### src/design/assert_macros.svh
// ----------------------------------------------------------------------------
// Assertion macros
// Clocked concurrent assertion helpers for the design files.
// They expect signals named clk and rst_n in the scope where they are used.
// ----------------------------------------------------------------------------
`ifndef ASSERT_MACROS_SVH
`define ASSERT_MACROS_SVH

`ifndef NO_ASSERTIONS

`define ASSERT_PROP(lbl, prop, msg) \
    lbl: assert property (@(posedge clk) disable iff (!rst_n) prop) else $error(msg);

`define ASSERT_NEVER(lbl, cond, msg) \
    lbl: assert property (@(posedge clk) disable iff (!rst_n) !(cond)) else $error(msg);

`else

`define ASSERT_PROP(lbl, prop, msg)

`define ASSERT_NEVER(lbl, cond, msg)

`endif

`endif

### src/design/sfcs_pkg.sv
// ----------------------------------------------------------------------------
// SPI flash command sequencer package
// Field widths, request and phase codes, flash opcodes and beat structures.
// ----------------------------------------------------------------------------
package sfcs_pkg;

    localparam int REQ_W    = 3;
    localparam int SECTOR_W = 6;
    localparam int SIZE_W   = 16;
    localparam int BYTE_W   = 8;
    localparam int ADDR_W   = 18;
    localparam int TXLEN_W  = 3;

    typedef enum logic [REQ_W-1:0] {
        REQ_READ  = 3'd0,
        REQ_WRITE = 3'd1,
        REQ_DONE  = 3'd2,
        REQ_STAT  = 3'd3,
        REQ_STAT1 = 3'd4
    } req_kind_t;

    typedef enum logic [2:0] {
        PH_IDLE   = 3'd0,
        PH_READ   = 3'd1,
        PH_UNLOCK = 3'd2,
        PH_ERASE  = 3'd3,
        PH_WRITE  = 3'd4,
        PH_STAT   = 3'd5,
        PH_STAT1  = 3'd6
    } phase_t;

    localparam logic [BYTE_W-1:0] OP_WRSR  = 8'h01;
    localparam logic [BYTE_W-1:0] OP_READ  = 8'h03;
    localparam logic [BYTE_W-1:0] OP_WRDI  = 8'h04;
    localparam logic [BYTE_W-1:0] OP_RDSR  = 8'h05;
    localparam logic [BYTE_W-1:0] OP_WREN  = 8'h06;
    localparam logic [BYTE_W-1:0] OP_SE    = 8'h20;
    localparam logic [BYTE_W-1:0] OP_RDSR1 = 8'h35;
    localparam logic [BYTE_W-1:0] OP_EWSR  = 8'h50;
    localparam logic [BYTE_W-1:0] OP_AAI   = 8'hAD;

    localparam logic [BYTE_W-1:0] SR_BUSY    = 8'h01;
    localparam logic [BYTE_W-1:0] SR_BP_MASK = 8'h0C;

    localparam logic [TXLEN_W-1:0] TX_CMD     = 3'd1;
    localparam logic [TXLEN_W-1:0] TX_CMD_BYTE = 3'd2;
    localparam logic [TXLEN_W-1:0] TX_CMD_ADDR = 3'd4;
    localparam logic [TXLEN_W-1:0] TX_AAI     = 3'd6;

    typedef struct packed {
        logic [REQ_W-1:0]    req_type;
        logic [SECTOR_W-1:0] sector;
        logic [SIZE_W-1:0]   transfer_size;
        logic [BYTE_W-1:0]   first_byte;
        logic [BYTE_W-1:0]   second_byte;
        logic [BYTE_W-1:0]   status_byte;
    } req_t;

    typedef struct packed {
        logic                accepted;
        logic                xfer_start;
        logic [BYTE_W-1:0]   opcode;
        logic [ADDR_W-1:0]   address;
        logic [TXLEN_W-1:0]  tx_len;
        logic [BYTE_W-1:0]   payload_a;
        logic [BYTE_W-1:0]   payload_b;
        logic [SIZE_W-1:0]   rx_len;
        logic                wp_asserted;
        logic                done_res;
        logic                done_ok;
        logic [BYTE_W-1:0]   status_value;
    } rsp_t;

endpackage

### src/design/sfcs_req_if.sv
// ----------------------------------------------------------------------------
// Request channel
// Valid/ready channel carrying one event beat into the sequencer.
// ----------------------------------------------------------------------------
interface sfcs_req_if;

    logic                             valid;
    logic                             ready;
    logic [sfcs_pkg::REQ_W-1:0]       req_type;
    logic [sfcs_pkg::SECTOR_W-1:0]    sector;
    logic [sfcs_pkg::SIZE_W-1:0]      transfer_size;
    logic [sfcs_pkg::BYTE_W-1:0]      first_byte;
    logic [sfcs_pkg::BYTE_W-1:0]      second_byte;
    logic [sfcs_pkg::BYTE_W-1:0]      status_byte;

    modport source (
        output valid, req_type, sector, transfer_size, first_byte, second_byte,
               status_byte,
        input  ready
    );

    modport sink (
        input  valid, req_type, sector, transfer_size, first_byte, second_byte,
               status_byte,
        output ready
    );

endinterface

### src/design/sfcs_rsp_if.sv
// ----------------------------------------------------------------------------
// Response channel
// Valid/ready channel carrying one result beat out of the sequencer.
// ----------------------------------------------------------------------------
interface sfcs_rsp_if;

    logic                             valid;
    logic                             ready;
    logic                             accepted;
    logic                             xfer_start;
    logic [sfcs_pkg::BYTE_W-1:0]      opcode;
    logic [sfcs_pkg::ADDR_W-1:0]      address;
    logic [sfcs_pkg::TXLEN_W-1:0]     tx_len;
    logic [sfcs_pkg::BYTE_W-1:0]      payload_a;
    logic [sfcs_pkg::BYTE_W-1:0]      payload_b;
    logic [sfcs_pkg::SIZE_W-1:0]      rx_len;
    logic                             wp_asserted;
    logic                             done_res;
    logic                             done_ok;
    logic [sfcs_pkg::BYTE_W-1:0]      status_value;

    modport source (
        output valid, accepted, xfer_start, opcode, address, tx_len, payload_a,
               payload_b, rx_len, wp_asserted, done_res, done_ok, status_value,
        input  ready
    );

    modport sink (
        input  valid, accepted, xfer_start, opcode, address, tx_len, payload_a,
               payload_b, rx_len, wp_asserted, done_res, done_ok, status_value,
        output ready
    );

endinterface

### src/design/sfcs_in_stage.sv
// ----------------------------------------------------------------------------
// Input register
// Captures one request beat and holds it until the engine consumes it.
// ----------------------------------------------------------------------------
module sfcs_in_stage (
    input  logic              clk,
    input  logic              rst_n,
    sfcs_req_if.sink          req,
    input  logic              advance,
    output logic              item_valid,
    output sfcs_pkg::req_t    item
);

    logic           valid_reg;
    logic           valid_next;
    sfcs_pkg::req_t item_reg;

    assign req.ready  = !valid_reg || advance;
    assign valid_next = req.valid || (valid_reg && !advance);

    always_ff @(posedge clk or negedge rst_n)
    begin
        if (!rst_n)
        begin
            valid_reg <= 1'b0;
        end
        else if (req.ready)
        begin
            valid_reg <= valid_next;
        end
    end

    always_ff @(posedge clk)
    begin
        if (req.valid && req.ready)
        begin
            item_reg <= '{req_type:      req.req_type,
                          sector:        req.sector,
                          transfer_size: req.transfer_size,
                          first_byte:    req.first_byte,
                          second_byte:   req.second_byte,
                          status_byte:   req.status_byte};
        end
    end

    assign item_valid = valid_reg;
    assign item       = item_reg;

endmodule

### src/design/sfcs_engine.sv
// ----------------------------------------------------------------------------
// Sequencer engine
// Holds the operation state and computes the next frame for one event.
// ----------------------------------------------------------------------------
module sfcs_engine #(
    parameter int unsigned SECTOR_BYTES = 4096,
    parameter int unsigned FLASH_BYTES  = 262144
) (
    input  logic              clk,
    input  logic              rst_n,
    input  logic              advance,
    input  sfcs_pkg::req_t    item,
    output sfcs_pkg::rsp_t    rsp_next
);

    localparam int unsigned NUM_SECTORS = FLASH_BYTES / SECTOR_BYTES;

    sfcs_pkg::phase_t                   phase_reg;
    sfcs_pkg::phase_t                   phase_next;
    logic [sfcs_pkg::BYTE_W-1:0]        last_opcode_reg;
    logic [sfcs_pkg::BYTE_W-1:0]        last_opcode_next;
    logic                               unlocked_reg;
    logic                               unlocked_next;
    logic [sfcs_pkg::SECTOR_W-1:0]      target_sector_reg;
    logic [sfcs_pkg::SECTOR_W-1:0]      target_sector_next;
    logic [sfcs_pkg::BYTE_W-1:0]        held_bytes_reg [2];
    logic                               protect_pin_reg;
    logic                               protect_pin_next;

    logic                               idle;
    logic                               sec_ok;
    logic                               size_ok;
    logic                               sr_busy;
    logic                               bp_clear;
    logic                               hold_write;

    function automatic logic [sfcs_pkg::ADDR_W-1:0] sector_addr(
        input logic [sfcs_pkg::SECTOR_W-1:0] s
    );
        logic [31:0] full;
        full = 32'(s) * 32'(SECTOR_BYTES);
        return full[sfcs_pkg::ADDR_W-1:0];
    endfunction

    assign idle     = (phase_reg == sfcs_pkg::PH_IDLE);
    assign sec_ok   = (32'(item.sector) < NUM_SECTORS);
    assign size_ok  = (32'(item.transfer_size) <= SECTOR_BYTES);
    assign sr_busy  = ((item.status_byte & sfcs_pkg::SR_BUSY) != '0);
    assign bp_clear = ((item.status_byte & sfcs_pkg::SR_BP_MASK) == '0);

    always_comb
    begin
        phase_next = phase_reg;
        case (sfcs_pkg::req_kind_t'(item.req_type))
            sfcs_pkg::REQ_READ:
            begin
                if (idle && sec_ok)
                begin
                    phase_next = sfcs_pkg::PH_READ;
                end
            end
            sfcs_pkg::REQ_WRITE:
            begin
                if (idle && sec_ok && size_ok)
                begin
                    phase_next = unlocked_reg ? sfcs_pkg::PH_ERASE : sfcs_pkg::PH_UNLOCK;
                end
            end
            sfcs_pkg::REQ_DONE:
            begin
                case (phase_reg)
                    sfcs_pkg::PH_READ:
                    begin
                        phase_next = sfcs_pkg::PH_IDLE;
                    end
                    sfcs_pkg::PH_UNLOCK:
                    begin
                        if (last_opcode_reg != sfcs_pkg::OP_EWSR &&
                            last_opcode_reg != sfcs_pkg::OP_WRSR)
                        begin
                            phase_next = bp_clear ? sfcs_pkg::PH_ERASE : sfcs_pkg::PH_IDLE;
                        end
                    end
                    sfcs_pkg::PH_ERASE:
                    begin
                        if (last_opcode_reg == sfcs_pkg::OP_RDSR)
                        begin
                            if (!sr_busy)
                            begin
                                phase_next = sfcs_pkg::PH_WRITE;
                            end
                        end
                        else if (last_opcode_reg != sfcs_pkg::OP_WREN &&
                                 last_opcode_reg != sfcs_pkg::OP_SE)
                        begin
                            phase_next = sfcs_pkg::PH_IDLE;
                        end
                    end
                    sfcs_pkg::PH_WRITE:
                    begin
                        if (last_opcode_reg != sfcs_pkg::OP_WREN &&
                            last_opcode_reg != sfcs_pkg::OP_AAI &&
                            last_opcode_reg != sfcs_pkg::OP_RDSR)
                        begin
                            phase_next = sfcs_pkg::PH_IDLE;
                        end
                    end
                    sfcs_pkg::PH_STAT, sfcs_pkg::PH_STAT1:
                    begin
                        phase_next = sfcs_pkg::PH_IDLE;
                    end
                    default:
                    begin
                        phase_next = phase_reg;
                    end
                endcase
            end
            sfcs_pkg::REQ_STAT:
            begin
                if (idle)
                begin
                    phase_next = sfcs_pkg::PH_STAT;
                end
            end
            sfcs_pkg::REQ_STAT1:
            begin
                if (idle)
                begin
                    phase_next = sfcs_pkg::PH_STAT1;
                end
            end
            default:
            begin
                phase_next = phase_reg;
            end
        endcase
    end

    always_comb
    begin
        rsp_next           = '0;
        unlocked_next      = unlocked_reg;
        target_sector_next = target_sector_reg;
        protect_pin_next   = protect_pin_reg;
        hold_write         = 1'b0;
        case (sfcs_pkg::req_kind_t'(item.req_type))
            sfcs_pkg::REQ_READ:
            begin
                if (idle && sec_ok)
                begin
                    rsp_next.accepted   = 1'b1;
                    rsp_next.xfer_start = 1'b1;
                    rsp_next.opcode     = sfcs_pkg::OP_READ;
                    rsp_next.address    = sector_addr(item.sector);
                    rsp_next.tx_len     = sfcs_pkg::TX_CMD_ADDR;
                    rsp_next.rx_len     = item.transfer_size;
                end
            end
            sfcs_pkg::REQ_WRITE:
            begin
                if (idle && sec_ok && size_ok)
                begin
                    rsp_next.accepted   = 1'b1;
                    rsp_next.xfer_start = 1'b1;
                    rsp_next.tx_len     = sfcs_pkg::TX_CMD;
                    target_sector_next  = item.sector;
                    hold_write          = 1'b1;
                    if (unlocked_reg)
                    begin
                        rsp_next.opcode = sfcs_pkg::OP_WREN;
                    end
                    else
                    begin
                        rsp_next.opcode  = sfcs_pkg::OP_EWSR;
                        protect_pin_next = 1'b0;
                    end
                end
            end
            sfcs_pkg::REQ_DONE:
            begin
                case (phase_reg)
                    sfcs_pkg::PH_READ:
                    begin
                        rsp_next.done_res = 1'b1;
                        rsp_next.done_ok  = 1'b1;
                    end
                    sfcs_pkg::PH_UNLOCK:
                    begin
                        if (last_opcode_reg == sfcs_pkg::OP_EWSR)
                        begin
                            rsp_next.xfer_start = 1'b1;
                            rsp_next.opcode     = sfcs_pkg::OP_WRSR;
                            rsp_next.tx_len     = sfcs_pkg::TX_CMD_BYTE;
                        end
                        else if (last_opcode_reg == sfcs_pkg::OP_WRSR)
                        begin
                            rsp_next.xfer_start = 1'b1;
                            rsp_next.opcode     = sfcs_pkg::OP_RDSR;
                            rsp_next.tx_len     = sfcs_pkg::TX_CMD;
                            rsp_next.rx_len     = 16'd1;
                        end
                        else
                        begin
                            protect_pin_next = 1'b1;
                            if (bp_clear)
                            begin
                                unlocked_next       = 1'b1;
                                rsp_next.xfer_start = 1'b1;
                                rsp_next.opcode     = sfcs_pkg::OP_WREN;
                                rsp_next.tx_len     = sfcs_pkg::TX_CMD;
                            end
                            else
                            begin
                                rsp_next.done_res = 1'b1;
                            end
                        end
                    end
                    sfcs_pkg::PH_ERASE:
                    begin
                        if (last_opcode_reg == sfcs_pkg::OP_WREN)
                        begin
                            rsp_next.xfer_start = 1'b1;
                            rsp_next.opcode     = sfcs_pkg::OP_SE;
                            rsp_next.address    = sector_addr(target_sector_reg);
                            rsp_next.tx_len     = sfcs_pkg::TX_CMD_ADDR;
                        end
                        else if (last_opcode_reg == sfcs_pkg::OP_SE ||
                                 (last_opcode_reg == sfcs_pkg::OP_RDSR && sr_busy))
                        begin
                            rsp_next.xfer_start = 1'b1;
                            rsp_next.opcode     = sfcs_pkg::OP_RDSR;
                            rsp_next.tx_len     = sfcs_pkg::TX_CMD;
                            rsp_next.rx_len     = 16'd1;
                        end
                        else if (last_opcode_reg == sfcs_pkg::OP_RDSR)
                        begin
                            rsp_next.xfer_start = 1'b1;
                            rsp_next.opcode     = sfcs_pkg::OP_WREN;
                            rsp_next.tx_len     = sfcs_pkg::TX_CMD;
                        end
                        else
                        begin
                            rsp_next.done_res = 1'b1;
                        end
                    end
                    sfcs_pkg::PH_WRITE:
                    begin
                        if (last_opcode_reg == sfcs_pkg::OP_WREN)
                        begin
                            rsp_next.xfer_start = 1'b1;
                            rsp_next.opcode     = sfcs_pkg::OP_AAI;
                            rsp_next.address    = sector_addr(target_sector_reg);
                            rsp_next.tx_len     = sfcs_pkg::TX_AAI;
                            rsp_next.payload_a  = held_bytes_reg[0];
                            rsp_next.payload_b  = held_bytes_reg[1];
                        end
                        else if (last_opcode_reg == sfcs_pkg::OP_AAI ||
                                 (last_opcode_reg == sfcs_pkg::OP_RDSR && sr_busy))
                        begin
                            rsp_next.xfer_start = 1'b1;
                            rsp_next.opcode     = sfcs_pkg::OP_RDSR;
                            rsp_next.tx_len     = sfcs_pkg::TX_CMD;
                            rsp_next.rx_len     = 16'd1;
                        end
                        else if (last_opcode_reg == sfcs_pkg::OP_RDSR)
                        begin
                            rsp_next.xfer_start = 1'b1;
                            rsp_next.opcode     = sfcs_pkg::OP_WRDI;
                            rsp_next.tx_len     = sfcs_pkg::TX_CMD;
                        end
                        else if (last_opcode_reg == sfcs_pkg::OP_WRDI)
                        begin
                            rsp_next.done_res = 1'b1;
                            rsp_next.done_ok  = 1'b1;
                        end
                        else
                        begin
                            rsp_next.done_res = 1'b1;
                        end
                    end
                    sfcs_pkg::PH_STAT, sfcs_pkg::PH_STAT1:
                    begin
                        rsp_next.status_value = item.status_byte;
                    end
                    default:
                    begin
                        rsp_next.xfer_start = 1'b0;
                    end
                endcase
            end
            sfcs_pkg::REQ_STAT, sfcs_pkg::REQ_STAT1:
            begin
                if (idle)
                begin
                    rsp_next.accepted   = 1'b1;
                    rsp_next.xfer_start = 1'b1;
                    rsp_next.opcode     = (item.req_type == sfcs_pkg::REQ_STAT) ?
                                          sfcs_pkg::OP_RDSR : sfcs_pkg::OP_RDSR1;
                    rsp_next.tx_len     = sfcs_pkg::TX_CMD;
                    rsp_next.rx_len     = 16'd1;
                end
            end
            default:
            begin
                rsp_next.accepted = 1'b0;
            end
        endcase
        rsp_next.wp_asserted = protect_pin_next;
        last_opcode_next     = rsp_next.xfer_start ? rsp_next.opcode : last_opcode_reg;
    end

    always_ff @(posedge clk or negedge rst_n)
    begin
        if (!rst_n)
        begin
            phase_reg         <= sfcs_pkg::PH_IDLE;
            last_opcode_reg   <= '0;
            unlocked_reg      <= 1'b0;
            target_sector_reg <= '0;
            protect_pin_reg   <= 1'b1;
        end
        else if (advance)
        begin
            phase_reg         <= phase_next;
            last_opcode_reg   <= last_opcode_next;
            unlocked_reg      <= unlocked_next;
            target_sector_reg <= target_sector_next;
            protect_pin_reg   <= protect_pin_next;
        end
    end

    always_ff @(posedge clk)
    begin
        if (advance && hold_write)
        begin
            held_bytes_reg[0] <= item.first_byte;
            held_bytes_reg[1] <= item.second_byte;
        end
    end

endmodule

### src/design/sfcs_out_stage.sv
// ----------------------------------------------------------------------------
// Result register
// Holds one result beat until the downstream side takes it.
// ----------------------------------------------------------------------------
module sfcs_out_stage (
    input  logic              clk,
    input  logic              rst_n,
    input  logic              load,
    input  sfcs_pkg::rsp_t    rsp_next,
    output logic              room,
    sfcs_rsp_if.source        rsp
);

    logic           valid_reg;
    logic           valid_next;
    sfcs_pkg::rsp_t rsp_reg;

    assign room       = !valid_reg || rsp.ready;
    assign valid_next = load || (valid_reg && !rsp.ready);

    always_ff @(posedge clk or negedge rst_n)
    begin
        if (!rst_n)
        begin
            valid_reg <= 1'b0;
        end
        else
        begin
            valid_reg <= valid_next;
        end
    end

    always_ff @(posedge clk)
    begin
        if (load)
        begin
            rsp_reg <= rsp_next;
        end
    end

    assign rsp.valid        = valid_reg;
    assign rsp.accepted     = rsp_reg.accepted;
    assign rsp.xfer_start   = rsp_reg.xfer_start;
    assign rsp.opcode       = rsp_reg.opcode;
    assign rsp.address      = rsp_reg.address;
    assign rsp.tx_len       = rsp_reg.tx_len;
    assign rsp.payload_a    = rsp_reg.payload_a;
    assign rsp.payload_b    = rsp_reg.payload_b;
    assign rsp.rx_len       = rsp_reg.rx_len;
    assign rsp.wp_asserted  = rsp_reg.wp_asserted;
    assign rsp.done_res     = rsp_reg.done_res;
    assign rsp.done_ok      = rsp_reg.done_ok;
    assign rsp.status_value = rsp_reg.status_value;

endmodule

### src/design/spi_flash_command_sequencer.sv
// ----------------------------------------------------------------------------
// SPI flash command sequencer
// Turns request and transfer-complete events into the next serial-flash
// command frame, with unlock, sector erase and two-byte program sequences.
// ----------------------------------------------------------------------------
// Channel   Direction   Beat contents
// req       in          event type, sector, size, two data bytes, status byte
// rsp       out         accept flag, frame fields, protect level, done, status
//
// Every event gives exactly one result beat: the input register captures the
// event, and the result register loads the engine's result once there is room.
// One beat per cycle is sustained while rsp.ready stays high: the input register
// feeds the engine and the result register in the same cycle the state registers update.
// After rst_n the block is idle with write protect asserted.
// A stalled result holds the input register; req.ready drops once both are full.
// ----------------------------------------------------------------------------
`include "assert_macros.svh"

module spi_flash_command_sequencer #(
    parameter int unsigned SECTOR_BYTES = 4096,
    parameter int unsigned FLASH_BYTES  = 262144
) (
    input  logic        clk,
    input  logic        rst_n,
    sfcs_req_if.sink    req,
    sfcs_rsp_if.source  rsp
);

    logic           item_valid;
    logic           room;
    logic           advance;
    sfcs_pkg::req_t item;
    sfcs_pkg::rsp_t rsp_next;

    assign advance = item_valid && room;

    sfcs_in_stage u_in_stage (
        .clk        (clk),
        .rst_n      (rst_n),
        .req        (req),
        .advance    (advance),
        .item_valid (item_valid),
        .item       (item)
    );

    sfcs_engine #(
        .SECTOR_BYTES (SECTOR_BYTES),
        .FLASH_BYTES  (FLASH_BYTES)
    ) u_engine (
        .clk      (clk),
        .rst_n    (rst_n),
        .advance  (advance),
        .item     (item),
        .rsp_next (rsp_next)
    );

    sfcs_out_stage u_out_stage (
        .clk      (clk),
        .rst_n    (rst_n),
        .load     (advance),
        .rsp_next (rsp_next),
        .room     (room),
        .rsp      (rsp)
    );

    `ASSERT_PROP(a_full_stall, item_valid && rsp.valid && !rsp.ready |-> !req.ready, "input taken while both stages are full")
    `ASSERT_PROP(a_idle_frame, rsp.valid && !rsp.xfer_start |-> rsp.opcode == '0 && rsp.tx_len == '0 && rsp.rx_len == '0, "frame fields set without a transfer")
    `ASSERT_NEVER(a_accept_frame, rsp.valid && rsp.accepted && !rsp.xfer_start, "accepted request issued no frame")
    `ASSERT_NEVER(a_ok_done, rsp.valid && rsp.done_ok && !rsp.done_res, "success reported without completion")

endmodule

### src/flat_wrapper.sv
// flat-port wrapper written by rule: the top's interface ports become plain ports
module spi_flash_command_sequencer_flat 
#(
    parameter int unsigned SECTOR_BYTES = 4096,
    parameter int unsigned FLASH_BYTES  = 262144
)
  (clk, rst_n, req_valid, req_req_type, req_sector, req_transfer_size, req_first_byte, req_second_byte, req_status_byte, req_ready, rsp_valid, rsp_accepted, rsp_xfer_start, rsp_opcode, rsp_address, rsp_tx_len, rsp_payload_a, rsp_payload_b, rsp_rx_len, rsp_wp_asserted, rsp_done_res, rsp_done_ok, rsp_status_value, rsp_ready);
  sfcs_req_if req_i ();
  sfcs_rsp_if rsp_i ();
  input  logic clk;
  input  logic rst_n;
  input wire logic [$bits(req_i.valid)-1:0] req_valid;
  input wire logic [$bits(req_i.req_type)-1:0] req_req_type;
  input wire logic [$bits(req_i.sector)-1:0] req_sector;
  input wire logic [$bits(req_i.transfer_size)-1:0] req_transfer_size;
  input wire logic [$bits(req_i.first_byte)-1:0] req_first_byte;
  input wire logic [$bits(req_i.second_byte)-1:0] req_second_byte;
  input wire logic [$bits(req_i.status_byte)-1:0] req_status_byte;
  output wire logic [$bits(req_i.ready)-1:0] req_ready;
  output wire logic [$bits(rsp_i.valid)-1:0] rsp_valid;
  output wire logic [$bits(rsp_i.accepted)-1:0] rsp_accepted;
  output wire logic [$bits(rsp_i.xfer_start)-1:0] rsp_xfer_start;
  output wire logic [$bits(rsp_i.opcode)-1:0] rsp_opcode;
  output wire logic [$bits(rsp_i.address)-1:0] rsp_address;
  output wire logic [$bits(rsp_i.tx_len)-1:0] rsp_tx_len;
  output wire logic [$bits(rsp_i.payload_a)-1:0] rsp_payload_a;
  output wire logic [$bits(rsp_i.payload_b)-1:0] rsp_payload_b;
  output wire logic [$bits(rsp_i.rx_len)-1:0] rsp_rx_len;
  output wire logic [$bits(rsp_i.wp_asserted)-1:0] rsp_wp_asserted;
  output wire logic [$bits(rsp_i.done_res)-1:0] rsp_done_res;
  output wire logic [$bits(rsp_i.done_ok)-1:0] rsp_done_ok;
  output wire logic [$bits(rsp_i.status_value)-1:0] rsp_status_value;
  input wire logic [$bits(rsp_i.ready)-1:0] rsp_ready;
  assign req_i.valid = req_valid;
  assign req_i.req_type = req_req_type;
  assign req_i.sector = req_sector;
  assign req_i.transfer_size = req_transfer_size;
  assign req_i.first_byte = req_first_byte;
  assign req_i.second_byte = req_second_byte;
  assign req_i.status_byte = req_status_byte;
  assign req_ready = req_i.ready;
  assign rsp_valid = rsp_i.valid;
  assign rsp_accepted = rsp_i.accepted;
  assign rsp_xfer_start = rsp_i.xfer_start;
  assign rsp_opcode = rsp_i.opcode;
  assign rsp_address = rsp_i.address;
  assign rsp_tx_len = rsp_i.tx_len;
  assign rsp_payload_a = rsp_i.payload_a;
  assign rsp_payload_b = rsp_i.payload_b;
  assign rsp_rx_len = rsp_i.rx_len;
  assign rsp_wp_asserted = rsp_i.wp_asserted;
  assign rsp_done_res = rsp_i.done_res;
  assign rsp_done_ok = rsp_i.done_ok;
  assign rsp_status_value = rsp_i.status_value;
  assign rsp_i.ready = rsp_ready;
  spi_flash_command_sequencer #(.SECTOR_BYTES(SECTOR_BYTES), .FLASH_BYTES(FLASH_BYTES)) u_core (.clk(clk), .rst_n(rst_n), .req(req_i), .rsp(rsp_i));
endmodule
### config.mk
export PLATFORM = sky130hd
export DESIGN_NAME = spi_flash_command_sequencer_flat
export DESIGN_NICKNAME = d
export VERILOG_FILES = /design/src/design/sfcs_pkg.sv /design/src/design/sfcs_req_if.sv /design/src/design/sfcs_rsp_if.sv /design/src/design/sfcs_in_stage.sv /design/src/design/sfcs_engine.sv /design/src/design/sfcs_out_stage.sv /design/src/design/spi_flash_command_sequencer.sv /design/src/flat_wrapper.sv
export VERILOG_INCLUDE_DIRS = /design/src /design/src/design
export SDC_FILE = /design/constraint.sdc
export NUM_CORES = 1
export LEC_CHECK = 0
export BUFFER_PORTS_ARGS = -buffer_cell sky130_fd_sc_hd__buf_2
export CAP_MARGIN = 20
export CELL_PAD_IN_SITES_DETAIL_PLACEMENT = 1
export CELL_PAD_IN_SITES_GLOBAL_PLACEMENT = 1
export CORE_AREA = 2 2 125 127
export DETAILED_ROUTE_END_ITERATION = 7
export DIE_AREA = 0 0 127 129
export PLACE_DENSITY = 0.77
export SYNTH_ARGS = -nofsm -noshare
export SYNTH_HDL_FRONTEND = slang
export SYNTH_SLANG_ARGS = --single-unit
export TNS_END_PERCENT = 5
### constraint.sdc
create_clock -name clk -period 3.4 [get_ports clk]
set_input_delay 0.34 -clock clk [delete_from_list [all_inputs] [get_ports clk]]
set_output_delay 0.34 -clock clk [all_outputs]
set_load 0.1 [all_outputs]
# ---- Yosys cells after proc, flatten, opt, wreduce, memory -nomap -nowiden
# Memories as Yosys holds them, arrays and structs flattened. A register that Yosys moved wholly into a read port is not among the register bits.
# Cells that the tools add are included.
dict set report totals {
  output_inout_bits 76
  mem_count 1
  mem_bits_rw 16
  reg_bits 128
}
# memory depth width read_ports rd_clocked_by_memory_dff wr line
set memory_table {}
lappend memory_table {u_core.u_engine.held_bytes_reg 2 8 2 2 2 sfcs_engine.sv:26} ;# logic [sfcs_pkg::BYTE_W-1:0] held_bytes_reg [2];
dict set report classes {
  muxes 78
  n_reduce_logical 37
  n_bitwise 2
  eq_ne 32
  magnitude_cmp 1
}
# operator count
set ops {}
lappend ops {{$pmux W16 S3} 2}
lappend ops {{$mux W9} 9}
lappend ops {{$mux W18} 2}
lappend ops {{$pmux W18 S2} 1}
lappend ops {{$pmux W9 S4} 1}
lappend ops {{$mux W3} 11}
lappend ops {{$mux W1} 31}
lappend ops {{$mux W31} 1}
lappend ops {{$eq A8 B3 Y1 const B} 3}
lappend ops {{$pmux W3 S4} 2}
lappend ops {{$pmux W8 S3} 1}
lappend ops {{$mux W10} 2}
lappend ops {{$le A16 B13 Y1 const B} 1}
lappend ops {{$mux W16} 1}
lappend ops {{$ne A8 B3 Y1 const B} 2}
lappend ops {{$pmux W3 S5} 1}
lappend ops {{$eq A3 B2 Y1 const B} 4}
lappend ops {{$eq A3 B3 Y1 const B} 4}
lappend ops {{$logic_and A1 B1 Y1} 11}
lappend ops {{$reduce_and A11 Y1} 1}
lappend ops {{$mux W2} 5}
lappend ops {{$pmux W3 S3} 1}
lappend ops {{$eq A8 B1 Y1 const B} 1}
lappend ops {{$eq A8 B6 Y1 const B} 1}
lappend ops {{other kinds (27)} 51}

# ---- Depth between registers and ports, before layout
dict set report logic_depth {
  ltp_word 8
  mapped_depth 8
}

# ---- Hierarchy
# A second synthesis with hierarchy kept.
dict set report unflattened {
  hier_cells 402
  hier_area_um2 6256.0
}
# mod instances seq_area_each_um2 cells_each area_each_um2
set modules_own_cells {}
lappend modules_own_cells {sfcs_engine 1 932.1 271 2454.9}
lappend modules_own_cells {sfcs_out_stage 1 2247.2 77 2269.7}
lappend modules_own_cells {sfcs_in_stage 1 1496.4 53 1525.2}
lappend modules_own_cells {spi_flash_command_sequencer 1 0.0 1 6.3}

# ---- Least setup slack after synthesis
# Ideal clock, no wire load.
dict set report synth_timing {
  kind {register to register}
  startpoint {register u_core.u_out_stage.valid_reg (netlist: u_core.u_out_stage.rsp.valid)}
  endpoint {register u_core.u_in_stage.item_reg (netlist bit u_core.u_in_stage.item[0]), enable pin}
  path_stages_with_launch 3
  arrival_time_ps 2984
  setup_ps 411
  t_required_ps 2989
  setup_slack_ps 5
  path_cell_list {dfrtp_1 > nand3b_1 > and2_1}
}
dict set report synth_via {
  elab_chain_len 5
}
# element line
set synth_rtl {}
lappend synth_rtl {{start: declaration} sfcs_out_stage.sv:14} ;# logic valid_reg;
lappend synth_rtl {{start signal: assignment} sfcs_out_stage.sv:29} ;# valid_reg <= valid_next;
lappend synth_rtl {{$logic_not A1 Y1} sfcs_out_stage.sv:18} ;# assign room = !valid_reg || rsp.ready;
lappend synth_rtl {{$logic_or A1 B1 Y1} sfcs_out_stage.sv:18}
lappend synth_rtl {{$logic_and A1 B1 Y1} spi_flash_command_sequencer.sv:35} ;# assign advance = item_valid && room;
lappend synth_rtl {{$logic_or A1 B1 Y1} sfcs_in_stage.sv:18} ;# assign req.ready = !valid_reg || advance;
lappend synth_rtl {{via req_ready} flat_wrapper.sv:19} ;# output wire logic [$bits(req_i.ready)-1:0] req_ready;
lappend synth_rtl {{$logic_and A1 B1 Y1} sfcs_in_stage.sv:35} ;# if (req.valid && req.ready)
lappend synth_rtl {{end signal: assignment} sfcs_in_stage.sv:37} ;# item_reg <= '{req_type: req.req_type,
lappend synth_rtl {{end: declaration} sfcs_in_stage.sv:16} ;# sfcs_pkg::req_t item_reg;
# The timed path passes the listed nets, and every way through them passes these cells.
# A chain may end at the register's enable or synchronous reset.

# ---- Final worst setup path
dict set report layout_timing {
  startpoint {register u_core.u_engine.last_opcode_reg[5] (netlist bit)}
  endpoint {register u_core.u_engine.last_opcode_reg[4] (netlist bit)}
}
dict set report layout_via {
  elab_chain_len 8
  elab_cells_between_ends 21
  cone_classes {eq/ne (6); mux (11); reduce/logical (4)}
}
# element line
set layout_rtl {}
lappend layout_rtl {{start: declaration} sfcs_engine.sv:20} ;# logic [sfcs_pkg::BYTE_W-1:0] last_opcode_reg;
lappend layout_rtl {{start signal: assignment} sfcs_engine.sv:325} ;# last_opcode_reg <= last_opcode_next;
lappend layout_rtl {{$eq A8 B3 Y1} --}
lappend layout_rtl {{$logic_and A1 B1 Y1} {sfcs_engine.sv:228, sfcs_engine.sv:258}}
lappend layout_rtl {{$logic_or A1 B1 Y1, on equally long branches} {sfcs_engine.sv:257, sfcs_engine.sv:227}}
lappend layout_rtl {{$mux W9, on equally long branches} {sfcs_engine.sv:257, sfcs_engine.sv:227}}
lappend layout_rtl {{$mux W9, on equally long branches} {sfcs_engine.sv:248, sfcs_engine.sv:220}}
lappend layout_rtl {{$pmux W1 S3} sfcs_engine.sv:181} ;# case (phase_reg)
lappend layout_rtl {{$pmux W9 S4 (*)} sfcs_engine.sv:146} ;# case (sfcs_pkg::req_kind_t'(item.req_type))
lappend layout_rtl {{$reduce_and A2 Y1 (no source line)} --}
# Mark *: on every way between the ends. The rest lies on a longest branch, timed or not.

==> insert_results.sql <==
INSERT INTO impl_metrics (metric_group, metric, value, unit) VALUES
('routing', 'wire_per_inst', '20.1', 'um'),
('worst_setup_path', 'worstSetupEndpointType', 'flop', ''),
('floorplanning', 'chipWidth', '127', 'um'),
('worst_hold_path', 'timing.hold.worst_path_depth', '1', ''),
('cells_and_area', 'drive_gt1_share', '36.0', '%'),
('flow_run', 'maxCapViolations', '0', ''),
('floorplanning', 'starting_density', '39.1', '%'),
('synth', 'synth_seq_cells', '146', ''),
('synth', 'synthTopCellsByCount', 'edfxtp_1 (126), and2_1 (41), nor2_1 (23), dfrtp_1 (19), nand2_1 (16)', ''),
('synth', 'most_common_flop_cell_mapped_by_yosys', 'edfxtp_1', ''),
('timing', 'setup_viol', '0', ''),
('power_and_ir_drop', 'static-leakage-power', '2.94', 'nW'),
('routing', 'drt_first_pass_iters', '4', ''),
('timing', 'min_tclk_post_route', '2.69', 'ns'),
('synth', 'syn_area', '0.00586', 'mm^2'),
('floorplanning', 'rows', '45', ''),
('timing', 'worst_slew_pin_slew', '0.544', 'ns'),
('clock_tree', 'postCtsResizedCells', '0', ''),
('timing', 'final-hold-violation-count', '0', ''),
('synth', 'ys_seq_area_share', '73.1', '%'),
('clock_tree', 'clockBufferDepth', '2', ''),
('worst_setup_path', 'cp.depth', '6', ''),
('synth', 'synth_largest_type_area_fraction', '64.6', '%'),
('clock_tree', 'worst_skew_pair.late_latency', '0.43', 'ns'),
('cells_and_area', 'antenna_cells', '0', ''),
('global_routing', 'total_overflow_reported_by_the_global_router', '0', ''),
('synth', 'synth_top_cells_by_area', 'edfxtp_1 (65%), dfrtp_1 (8.1%), and2_1 (4.4%)', ''),
('global_routing', 'grt_antenna_before_repair', '0', ''),
('run_status', 'result_of_the_run', 'finished clean', ''),
('synth', 'synth.avg_cell_area', '15.2', 'um^2'),
('worst_setup_path', 'cell_with_the_most_instances_on_the_worst_path', 'a21oi_4', ''),
('cells_and_area', 'number_of_flip_flops_under_the_largest_register_name', '49', ''),
('worst_setup_path', 'critical_path.cell_chain', 'or4_4, or3_4, a21oi_4, o41ai_2, a21oi_4, mux2_4', ''),
('routing', 'detailroute.via_count', '3668', ''),
('worst_setup_path', 'crit_required', '3.70', 'ns'),
('cells_and_area', 'fin_nets', '568', ''),
('routing', 'drc', '0', ''),
('worst_setup_path', 'worstSetupPathType', 'reg2reg', ''),
('worst_setup_path', 'cp_data_arrival_time', '2.98', 'ns'),
('power_and_ir_drop', 'irDropWorstVdd', '0.000427', 'V'),
('timing', 'rsz0062_at_grt', 'no', ''),
('clock_tree', 'root_buffer_selected_by_cts', 'clkbuf_16', ''),
('synth', 'synth_cells', '385', ''),
('clock_tree', 'cts_inserted_buffers', '17', ''),
('clock_tree', 'cts_tree', 'done', ''),
('clock_tree', 'cts_num_sinks', '146', ''),
('clock_tree', 'cts-htree-levels', '4', ''),
('synth', 'synth.largest_area_cell', 'edfxtp_1', ''),
('worst_setup_path', 'timing.critical_path.max_delay_family', 'simple AND/OR/NAND/NOR gates', ''),
('worst_setup_path', 'critical_path_s_largest_stage_delay', '0.59', 'ns'),
('synth', 'netlist-cell-type-count', '56', ''),
('floorplanning', 'design.die.area', '0.0164', 'mm^2'),
('worst_setup_path', 'worstPathBufferInverterCount', '0', ''),
('worst_hold_path', 'min_delay_worst_type', 'in2reg', ''),
('cells_and_area', 'layout.filler_cells', '1528', ''),
('worst_setup_path', 'critical_path_peak_fanout', '8', ''),
('synth', 'postSynth.asyncResetShare', '13.7', '%'),
('timing', 'setup_total_negative_slack', '0', 'ns'),
('timing', 'holdWs', '0.0862', 'ns'),
('worst_setup_path', 'r2r_setup_slack', '0.71', 'ns'),
('floorplanning', 'core-area', '0.0150', 'mm^2'),
('placed_design', 'dpl_hpwl', '10.2', 'mm'),
('timing', 'timing.final.crit_share', '79.0', '%'),
('clock_tree', 'post_cts_setup_buffer_count', '0', ''),
('timing', 'timing.final.max_slew_violations', '0', ''),
('worst_setup_path', 'cp-start-kind', 'flop', ''),
('cells_and_area', 'layout-area-overhead-vs-synth', '25.3', '%'),
('clock_tree', 'clkTransAtPathRegs', '0.06', 'ns'),
('synth', 'synth_edf_count', '126', ''),
('routing', 'drtIter0Drc', '180', ''),
('timing', 'max_fclk', '372', 'MHz');
## cell usage in the layout, fill, tap and decap left out, drive strengths merged, types with 4 or more instances in the layout
cell type and count:
nand2 16, nor4 8, inv 11, a22o 6
conb 12, and2 41, nand2b 5, nor3 9
or3 4, o21ai 7, o221ai 4, clkbuf 17
nand3 6, mux2 16, edfxtp 126, nor2b 6
bufinv 6, buf 124, a21oi 14, nor2 23
dfrtp 19
## timing repair
item                                    4_1_cts  5_1_grt
hold endpoints to repair                     19        0
hold buffers                                  1        0
endpoints found under the setup margin        0        0
## through the flow
stage / util [%] / total power [mW] / instance area, um^2 / instances / setup WS [ns]
3_5_place_dp: 44.5 / 3.36 / 6660 / 683 / 0.739
2_1_floorplan: - / 3.12 / 5900 / 396 / 0.00522
5_1_grt: 49.0 / 5.64 / 7340 / 716 / 0.509
6_report: 49.0 / 5.46 / 7340 / 716 / 0.714
4_1_cts: 49.0 / 5.51 / 7340 / 716 / 0.715
3_3_place_gp: 44.3 / 3.33 / 6640 / 682 / 0.808
## logic make-up after synthesis
kind of cell	synth area share, %
other	0.0640
AOI/OAI and AO/OA	7.54
buffers and inverters	2.97
muxes	3.52
and+or+nand+nor	12.5
xor gates and xnor gates	0.299
DFF	73.1
## worst paths after layout
path                                                                      from                                              to
worst max-delay path            u_core.u_engine.last_opcode_reg[5]$_DFFE_PN0P_  u_core.u_engine.last_opcode_reg[4]$_DFFE_PN0P_
worst max register to register  u_core.u_engine.last_opcode_reg[5]$_DFFE_PN0P_  u_core.u_engine.last_opcode_reg[4]$_DFFE_PN0P_
worst min register to register            u_core.u_in_stage.item[21]$_DFFE_PP_  u_core.u_engine.held_bytes_reg[0][5]$_DFFE_PP_
max in group asynchronous                                                rst_n  u_core.u_engine.last_opcode_reg[6]$_DFFE_PN0P_
worst min-delay path                                        req_second_byte[7]            u_core.u_in_stage.item[15]$_DFFE_PP_
min in group asynchronous                                                rst_n        u_core.u_engine.phase_reg[0]$_DFFE_PN0P_
## power by group
part / switching, mW / internal [mW]
registers: 0.140 / 2.12
clock network: 0.748 / 1.38
logic: 0.827 / 0.241
total: 1.71 / 3.74
## layer usage
layer,share of wire (%),up-vias,routed length [um],track usage (%)
li1,-,1682,-,-
met1,41,1838,5900,22.1
met3,5.6,20,801,4.95
met2,52,128,7420,31.6
met5,0,-,0,0
met4,1.7,0,251,7.43
## cell type report
class	count	area [um^2]	area share (%)
Clock buffer	17	425	5.79
Clock inverter	15	251	3.42
Inverter	7	26.3	0.358
Multi-Input combinational cell	218	1460	19.8
Sequential cell	146	4290	58.3
Tap cell	188	235	3.20
Timing Repair Buffer	125	663	9.03
No activity file was read; power rests on OpenSTA's default activity.
